<file path="src/design/tqs_pkg.sv">
// Package: shared types and constants of the timer queue scheduler.
`default_nettype none
package tqs_pkg;
  localparam int unsigned TimeW = 63;
  localparam int unsigned IdW = 4;
  localparam int unsigned AgeW = 8;
  localparam logic [TimeW-1:0] TimeMax = {TimeW{1'b1}};

  typedef enum logic [1:0] {
    FuncAdd  = 2'd0,
    FuncDel  = 2'd1,
    FuncTick = 2'd2,
    FuncNop  = 2'd3
  } func_e;

  typedef enum logic [1:0] {
    StatOk       = 2'd0,
    StatFull     = 2'd1,
    StatNotFound = 2'd2
  } status_e;

  typedef struct packed {
    logic [1:0]       func;
    logic [IdW-1:0]   timer_id;
    logic [TimeW-1:0] deadline;
    logic [TimeW-1:0] period;
    logic [TimeW-1:0] now_time;
  } in_t;

  typedef struct packed {
    logic             fired_valid;
    logic [IdW-1:0]   fired_id;
    logic [1:0]       status;
    logic             next_valid;
    logic [TimeW-1:0] next_deadline;
    logic             last;
  } out_t;

  // controller -> datapath
  typedef struct packed {
    logic load;      // capture input beat
    logic apply;     // perform add or delete
    logic scan_clr;  // start a selection scan
    logic scan_step; // examine one slot
    logic fire;      // fire selected slot
    logic min_clr;   // start earliest scan
    logic min_step;  // examine one slot for earliest
    logic out_load;  // build result from current state
    logic out_next;  // advance result read pointer
  } cmd_t;

  // datapath -> controller
  typedef struct packed {
    logic is_tick;
    logic scan_done;
    logic found;
    logic grp;
    logic min_done;
    logic out_last;
  } sts_t;
endpackage
`default_nettype wire

</file>
<file path="src/design/tqs_ctrl.sv">
// Controller: state machine sequencing load, update, fire scans, earliest scan and output beats.
`default_nettype none
module tqs_ctrl (
  input  wire logic          clk_i,
  input  wire logic          rst_ni,
  input  wire logic          in_valid_i,
  output logic               in_ready_o,
  output logic               out_valid_o,
  input  wire logic          out_ready_i,
  input  wire tqs_pkg::sts_t sts_i,
  output tqs_pkg::cmd_t      cmd_o
);
  import tqs_pkg::*;
  typedef enum logic [5:0] {
    StIdle  = 6'b000001,
    StApply = 6'b000010,
    StScan  = 6'b000100,
    StFire  = 6'b001000,
    StMin   = 6'b010000,
    StOut   = 6'b100000
  } state_e;
  state_e state_q, state_d;

  always_comb begin
    cmd_o = '0;
    state_d = state_q;
    in_ready_o = 1'b0;
    out_valid_o = 1'b0;
    unique case (state_q)
      StIdle: begin
        in_ready_o = 1'b1;
        if (in_valid_i) begin
          cmd_o.load = 1'b1;
          state_d = StApply;
        end
      end
      StApply: begin
        cmd_o.apply = 1'b1;
        if (sts_i.is_tick) begin
          cmd_o.scan_clr = 1'b1;
          state_d = StScan;
        end else begin
          cmd_o.min_clr = 1'b1;
          state_d = StMin;
        end
      end
      StScan: begin
        if (!sts_i.scan_done) begin
          cmd_o.scan_step = 1'b1;
        end else if (sts_i.found) begin
          state_d = StFire;
        end else if (!sts_i.grp) begin
          cmd_o.scan_clr = 1'b1;
        end else begin
          cmd_o.min_clr = 1'b1;
          state_d = StMin;
        end
      end
      StFire: begin
        cmd_o.fire = 1'b1;
        cmd_o.scan_clr = 1'b1;
        state_d = StScan;
      end
      StMin: begin
        if (!sts_i.min_done) begin
          cmd_o.min_step = 1'b1;
        end else begin
          cmd_o.out_load = 1'b1;
          state_d = StOut;
        end
      end
      StOut: begin
        out_valid_o = 1'b1;
        if (out_ready_i) begin
          if (sts_i.out_last) state_d = StIdle;
          else cmd_o.out_next = 1'b1;
        end
      end
      default: state_d = StIdle;
    endcase
  end

  always_ff @(posedge clk_i or negedge rst_ni) begin
    if (!rst_ni) state_q <= StIdle;
    else state_q <= state_d;
  end
endmodule
`default_nettype wire

</file>
<file path="config.mk">
export PLATFORM = sky130hd
export DESIGN_NAME = tqs_ctrl
export DESIGN_NICKNAME = d
export VERILOG_FILES = /design/src/design/tqs_pkg.sv /design/src/design/tqs_ctrl.sv
export SDC_FILE = /design/constraint.sdc
export NUM_CORES = 1
export LEC_CHECK = 0
export BUFFER_PORTS_ARGS = -buffer_cell sky130_fd_sc_hd__buf_4
export CAP_MARGIN = 30
export CORE_AREA = 2 2 39 41
export CTS_CLUSTER_SIZE = 10
export DETAILED_ROUTE_END_ITERATION = 10
export DIE_AREA = 0 0 41 43
export GPL_ROUTABILITY_DRIVEN = 1
export GPL_TIMING_DRIVEN = 0
export SLEW_MARGIN = 30
export SYNTH_ARGS = -nofsm -noshare
export SYNTH_HDL_FRONTEND = slang
export SYNTH_SLANG_ARGS = --single-unit
</file>
<file path="constraint.sdc">
create_clock -name clk_i -period 1.7 [get_ports clk_i]
set_clock_uncertainty 0.05 [all_clocks]
set_input_delay 0.17 -clock clk_i [delete_from_list [all_inputs] [get_ports clk_i]]
set_output_delay 0.17 -clock clk_i [all_outputs]
set_load 0.005 [all_outputs]
</file>
==> flow_summary.json, run 1 <==
{
  "run_status": "complete, but fails checks",
  "violations": "setup timing",
  "cts.clk_slew.worst_paths_ns": 0.05,
  "synth-seq-cells": 6,
  "cellPowerDensity_mw_per_mm2": 1220,
  "antenna_cells": 0,
  "hold_violations": 0,
  "via_per_inst": 5.15,
  "fillers": 132,
  "grt_start_max_net_pins": 9,
  "htreeDepth": 1,
  "hold_path.class": "input pin to register",
  "cts-root-buf": "clkbuf_4",
  "grt_use_total_pct": 17.1,
  "yosysWarningCount": 0,
  "setup_violations": 6,
  "synth.distinct_cells": 30,
  "grt_pass1_wl_um": 1970,
  "synth-compound-area-share_pct": 15.3,
  "synth_xor_area_share_pct": 1.88,
  "die_h_um": 43,
  "worstHoldStart": "sts_i[2]",
  "worstPathRequired_ns": 1.48,
  "crit_arrival_ns": 1.64,
  "drive_gt1_share_pct": 62.8,
  "top_register": "state_q",
  "end_kind": "output port",
  "dp_hpwl_um": 863,
  "antenna_found_initial": 0,
  "rrSetupSlack_ns": 0.06,
  "dp.cells": 91,
  "die_w_um": 41,
  "relSlewSlack_pct": 79.6,
  "fin_nets": 97,
  "drt-met1-wl_um": 503,
  "period_needed_ns": 1.86,
  "holdPathEnd": "state_q[4]",
  "finalCritPeriodShare_pct": 110,
  "worstMarginPinSlew_ns": 0.304,
  "clkLatencyLatePin_ns": 0.25,
  "coreArea_mm2": 0.00138,
  "worstHoldPathCells": 2,
  "avgSynthCellArea_um2": 8.46,
  "power.total_mw": 0.983,
  "synth_top_family_by_area": "simple AND/OR/NAND/NOR gates",
  "met3_length_um": 82,
  "cts_buffers": 3,
  "slew_violations": 0,
  "final_area_um2": 807,
  "die_area_mm2": 0.00176,
  "mappedNetlistNets": 65,
  "route.vias.total": 525,
  "grt_overflow": 0,
  "peakVddDrop_v": 0.000546,
  "rsz0062_at_grt": "true",
  "initial_core_util_pct": 33.6,
  "netlist_area_um2": 465,
  "num_io_pins": 21,
  "area_growth_pct": 73.4,
  "r2r_end": "state_q[0]",
  "synth_seq_area_share_pct": 32.5,
  "synth-adder-area-share_pct": 0,
  "wl_per_cell_um": 12.8,
  "top_layer": "met4",
  "rr_startpoint": "state_q[0]",
  "synth.mux.area_fraction_pct": 0,
  "yosys.area_share.simple_pct": 45.4,
  "worst-setup-path-type": "register to output port",
  "grt_pass1_vias": 462,
  "portBuffers": 20,
  "cts_sinks": 6,
  "fin_util_pct": 58.3,
  "drc": 0,
  "cellLeakagePower_nw": 0.401,
  "startpoint_type": "register",
  "largest_reg_flops": 6,
  "final_common_cell": "buf_4",
  "met2_wirelength_um": 700,
  "fmax_mhz": 537,
  "dr.pass1.iters": 4,
  "gp_congestion": 0.784,
  "netlist_instances": 55,
  "post_dp_cell_area_um2": 636,
  "reg.largest.list": "state_q (6)",
  "routed_wl_um": 1310,
  "clk_path_buf_depth": 2,
  "drv_cap": 0,
  "ant_nets": 0,
  "rows": 14,
  "rr_worst_depth": 4,
  "drt-initial-drc-count": 4,
  "critPathMaxFanout": 3,
  "cts_tree": "yes",
  "fin_cells": 102,
  "layout_common_cells": "26 x buf_4, 6 x nand2_1, 5 x dfrtp_2, 4 x nor2_1",
  "worst_slack_ns": -0.163
}
==> through the flow <==
| step | TNS, ns | hold WS, ns | setup slack [ns] |
|---|---|---|---|
| after floorplan | 0 | -0.176 | 0.183 |
| after global placement | -0.198 | -0.0700 | -0.102 |
| after detailed placement | -0.144 | -0.0689 | -0.0784 |
| after CTS | -0.739 | 0.0964 | -0.183 |
| after global routing | -1.13 | 0.111 | -0.207 |
| final | -0.742 | 0.108 | -0.163 |
==> kinds of logic after synthesis <==
kind of cell | Yosys count
buffers and inverters | 4
AOI/OAI and AO/OA | 9
and+or+nand+nor | 35
DFF | 6
xor gates and xnor gates | 1
==> critical path: stages, from the launching register on <==
cell,delay [ns]
dfrtp_2,0.41
or4_4,0.58
nor3_4,0.20
a21o_1,0.11
buf_4,0.10
==> synthesized netlist by cell type (all sizes together) <==
| library cell | count | area share, % |
|---|---|---|
| nor2 | 7 | 7.3 |
| nand2 | 6 | 4.8 |
| dfrtp | 5 | 27 |
| nor3 | 5 | 7.5 |
| inv | 3 | 2.4 |
| nor4 | 3 | 4.0 |
| o21ai | 3 | 3.2 |
| and3 | 2 | 3.0 |
| nand2b | 2 | 2.7 |
| nand3 | 2 | 2.2 |
| a211o | 1 | 1.9 |
| a21bo | 1 | 2.2 |
| a21o | 1 | 1.6 |
| a221oi | 1 | 3.2 |
| and2b | 1 | 1.9 |
| and3b | 1 | 1.9 |
| buf | 1 | 2.4 |
| dfstp | 1 | 5.6 |
| nand3b | 1 | 1.6 |
| nand4 | 1 | 1.3 |
| nor2b | 1 | 1.3 |
| nor3b | 1 | 1.6 |
| o211ai | 1 | 1.6 |
| o31ai | 1 | 1.6 |
| or2b | 1 | 1.9 |
| or4 | 1 | 2.4 |
| xor2 | 1 | 1.9 |
==> where the power goes <==
group          switching [mW]  total [mW]  internal [mW]
registers              0.0734       0.264          0.191
logic                   0.249       0.571          0.321
clock network          0.0585       0.148         0.0894
==> final cells by class <==
type                    count  area, um2  area share [%]
repair buffers             28        216            26.8
flip-flops and latches      6        158            19.5
clock buffers               4       26.3            3.26
inverters                   3       11.3            1.40
well taps                  16       20.0            2.48
multi-input cells          45        375            46.5
==> worst max-delay path by stage <==
stage / from / to / slack (ns) / depth (start not counted)
4_1_cts: state_q[2] / cmd_o[3] / -0.18 / 4
6_report: state_q[5] / cmd_o[3] / -0.16 / 4
5_1_grt: state_q[5] / cmd_o[3] / -0.21 / 4
3_3_place_gp: state_q[1] / cmd_o[6] / -0.10 / 4
2_1_floorplan: state_q[5] / cmd_o[3] / 0.18 / 3
3_5_place_dp: state_q[1] / cmd_o[3] / -0.08 / 5
==> layer usage <==
layer	vias up	GRT usage, %
met5	-	0
met4	0	8.00
met3	4	7.85
met2	22	26.3
met1	238	19.1
li1	261	-
==> what timing repair did <==
| item | CTS | global route |
|---|---|---|
| gates resized for setup | 12 | 9 |
| setup buffers | 5 | 2 |
| hold endpoints to repair | 6 | 0 |
| hold buffers | 1 | 0 |
| endpoints found under the setup margin | 9 | 10 |
| cloned | 0 | 0 |
| pin swaps | 2 | 8 |
(Power assumes the default switching activity.)
==> run 2: changes to the inputs <==
Settings changed: ABC_AREA from default to 1.
==> run 2 against run 1 <==
Against the previous run: the flow now finishes without violations; cell area is 13% lower; synthesized area up 1.6%; critical endpoint unchanged; count of clock-buffer cells in the layout unchanged; critical path type unchanged; worst setup slack gained 0.26 ns; first-iteration DRC count increased by 25%; register-to-register slack better by 0.34 ns; via count increased by 1.1%; core utilization decreased by 7.7 points; clock power barely moved; largest cell class unchanged; synthesized cell count up 31%; non-clock buffer count shrank 6; highest routed layer unchanged; sequential power fell by 9.1%.
==> flow_summary.json, run 2 <==
{
  "synth_common_cells": "18 x inv_1, 13 x nor2_1, 9 x nand2_1",
  "dr.pass1.iters": 2,
  "mappedNetlistNets": 82,
  "fillers": 158,
  "rr_worst_depth": 9,
  "r2r_end": "state_q[3]",
  "worst-setup-path-type": "register to output port",
  "largest_reg_flops": 6,
  "grt_pass1_wl_um": 2020,
  "relSlewSlack_pct": 86.9,
  "cp_cell_sequence": "nor2_4, nand3_2, inv_1, nand4_1, nand2_1, buf_4",
  "layout_common_cells": "21 x buf_4, 18 x inv_1, 13 x nor2_1, 9 x nand2_1",
  "clkLatencyLatePin_ns": 0.25,
  "end_kind": "output port",
  "run_status": "completed",
  "fmax_mhz": 623,
  "synth_edf_count": 0,
  "rr_startpoint": "state_q[0]",
  "synth_most_common_cell": "inv_1",
  "cts-root-buf": "clkbuf_4",
  "cts_tree": "yes",
  "async_flop_share_pct": 100,
  "startpoint_type": "register",
  "clk_path_buf_depth": 2,
  "holdPathEnd": "state_q[2]",
  "worstPathRequired_ns": 1.48,
  "worstMarginPinSlew_ns": 0.197,
  "cellPowerDensity_mw_per_mm2": 1170,
  "antenna_cells": 0,
  "antenna_found_initial": 0,
  "grt_start_max_net_pins": 8,
  "yosysTopAreaCell": "dfrtp_1",
  "grtUsageMet3_pct": 4.71,
  "critPathBufInv": 2,
  "slew_violations": 0,
  "worstHoldStart": "sts_i[5]",
  "use_met1_pct": 19.8,
  "route.vias.total": 531,
  "routed_wl_um": 1160,
  "dpl_worst_slack_ns": 0.315,
  "rrSetupSlack_ns": 0.40,
  "grt_use_total_pct": 17.1,
  "fin_nets": 109,
  "ys.flop_type": "dfrtp_1",
  "max_stage_delay_ns": 0.42,
  "fin_cells": 114,
  "setup_violations": 0,
  "via_per_inst": 4.66,
  "critPathMaxFanout": 7,
  "wl_per_cell_um": 10.2,
  "rows": 14,
  "num_io_pins": 21,
  "cellLeakagePower_nw": 0.431,
  "netlist_area_um2": 473,
  "top_register": "state_q",
  "die_h_um": 43,
  "hold_path.class": "input pin to register",
  "cts_buffers": 3,
  "dp_hpwl_um": 937,
  "cts.clk_slew.worst_paths_ns": 0.05,
  "met2_usage_pct": 26.6,
  "portBuffers": 20,
  "reg.largest.list": "state_q (6)",
  "rsz0062_at_grt": "true",
  "grt_overflow": 0,
  "power.total_mw": 0.819,
  "worst_slack_ns": 0.0940,
  "cp_top_family": "simple AND/OR/NAND/NOR gates",
  "die_w_um": 41,
  "finalCritPeriodShare_pct": 94.5,
  "drv_cap": 0,
  "drt-initial-drc-count": 5,
  "area_growth_pct": 48.1,
  "synthTopCellsByArea": "dfrtp_1 26%, inv_1 14%, nor2_1 10%",
  "cp_slowest_cell": "dfrtp_1",
  "grt_pass1_vias": 508,
  "htreeDepth": 1,
  "ant_nets": 0,
  "synth_seq_area_share_pct": 32.0,
  "grt_busiest_layer": "met2",
  "period_needed_ns": 1.61,
  "yosysTopAreaCellShare_pct": 26.5,
  "crit_arrival_ns": 1.39,
  "post_dp_cell_area_um2": 643,
  "hold_violations": 0,
  "die_area_mm2": 0.00176,
  "cts_sinks": 6,
  "drive_gt1_share_pct": 37.8,
  "peakVddDrop_v": 0.000543,
  "gp_congestion": 0.755,
  "final_common_cell": "buf_4",
  "worstHoldPathCells": 3,
  "final_area_um2": 701,
  "yosysWarningCount": 0,
  "netlist_instances": 72,
  "initial_core_util_pct": 34.2,
  "synth.distinct_cells": 17,
  "coreArea_mm2": 0.00138,
  "synth-seq-cells": 6,
  "avgSynthCellArea_um2": 6.57,
  "drc": 0,
  "dp.cells": 108
}
## run 2: worst max path at each step
stage | start | end | slack [ns] | cells past startpoint
2_1_floorplan | state_q[0] | state_q[3] | 0.48 | 9
3_3_place_gp | state_q[2] | cmd_o[3] | 0.31 | 5
3_5_place_dp | state_q[0] | cmd_o[6] | 0.31 | 6
4_1_cts | state_q[2] | cmd_o[3] | 0.02 | 5
5_1_grt | state_q[1] | cmd_o[3] | -0.01 | 6
6_report | state_q[1] | cmd_o[3] | 0.09 | 6
## run 2: where the power goes
| part | internal [mW] | switching [mW] | total [mW] |
|---|---|---|---|
| registers | 0.191 | 0.0487 | 0.240 |
| clock network | 0.0895 | 0.0606 | 0.150 |
| logic | 0.189 | 0.240 | 0.430 |
| total | 0.470 | 0.350 | 0.819 |
## run 2: through the flow
stage | utilization (%) | hold WS, ns | TNS, ns
global route | 50.6 | 0.0966 | -0.0136
global placement | 46.5 | -0.0649 | 0
detailed placement | 46.5 | -0.0624 | 0
floorplan | - | -0.176 | 0
finish | 50.6 | 0.0848 | 0
CTS | 49.1 | 0.101 | 0
## run 2: cell families (layout without fill, tap and decap cells)
| family | count (synthesis) | count (layout) | synth area share, % |
|---|---|---|---|
| and+or+nand+nor | 42 | 42 | 46.8 |
| buffers and inverters | 19 | 45 | 15.1 |
| DFF | 6 | 6 | 32.0 |
| AOI/OAI and AO/OA | 5 | 5 | 6.08 |
## run 2: layout make-up
type / count / area, um2 / share of cell area [%]
Sequential cell: 6 / 151 / 21.6
Multi-Input combinational cell: 47 / 264 / 37.7
Timing Repair Buffer: 22 / 168 / 23.9
Clock buffer: 4 / 26.3 / 3.75
Tap cell: 16 / 20.0 / 2.86
Inverter: 19 / 71.3 / 10.2
## run 2: routing by layer
| layer | part of all wire (%) | vias up | wire length (um) |
|---|---|---|---|
| li1 | - | 273 | - |
| met1 | 43 | 239 | 494 |
| met2 | 51 | 14 | 588 |
| met3 | 4.6 | 5 | 53 |
| met4 | 2.2 | 0 | 26 |
| met5 | 0 | - | 0 |
## run 2: timing repair
action                                  4_1_cts  5_1_grt
endpoints found under the setup margin        0        2
endpoints found under the hold margin         6        0
gates resized for setup                       0        3
hold buffers                                  1        0
buffers inserted                              0        1
## run 2: tightest hold or removal path, stage by stage
cell	delay (ns)
buf_4	0.09
a21oi_2	0.05
nand2_1	0.05
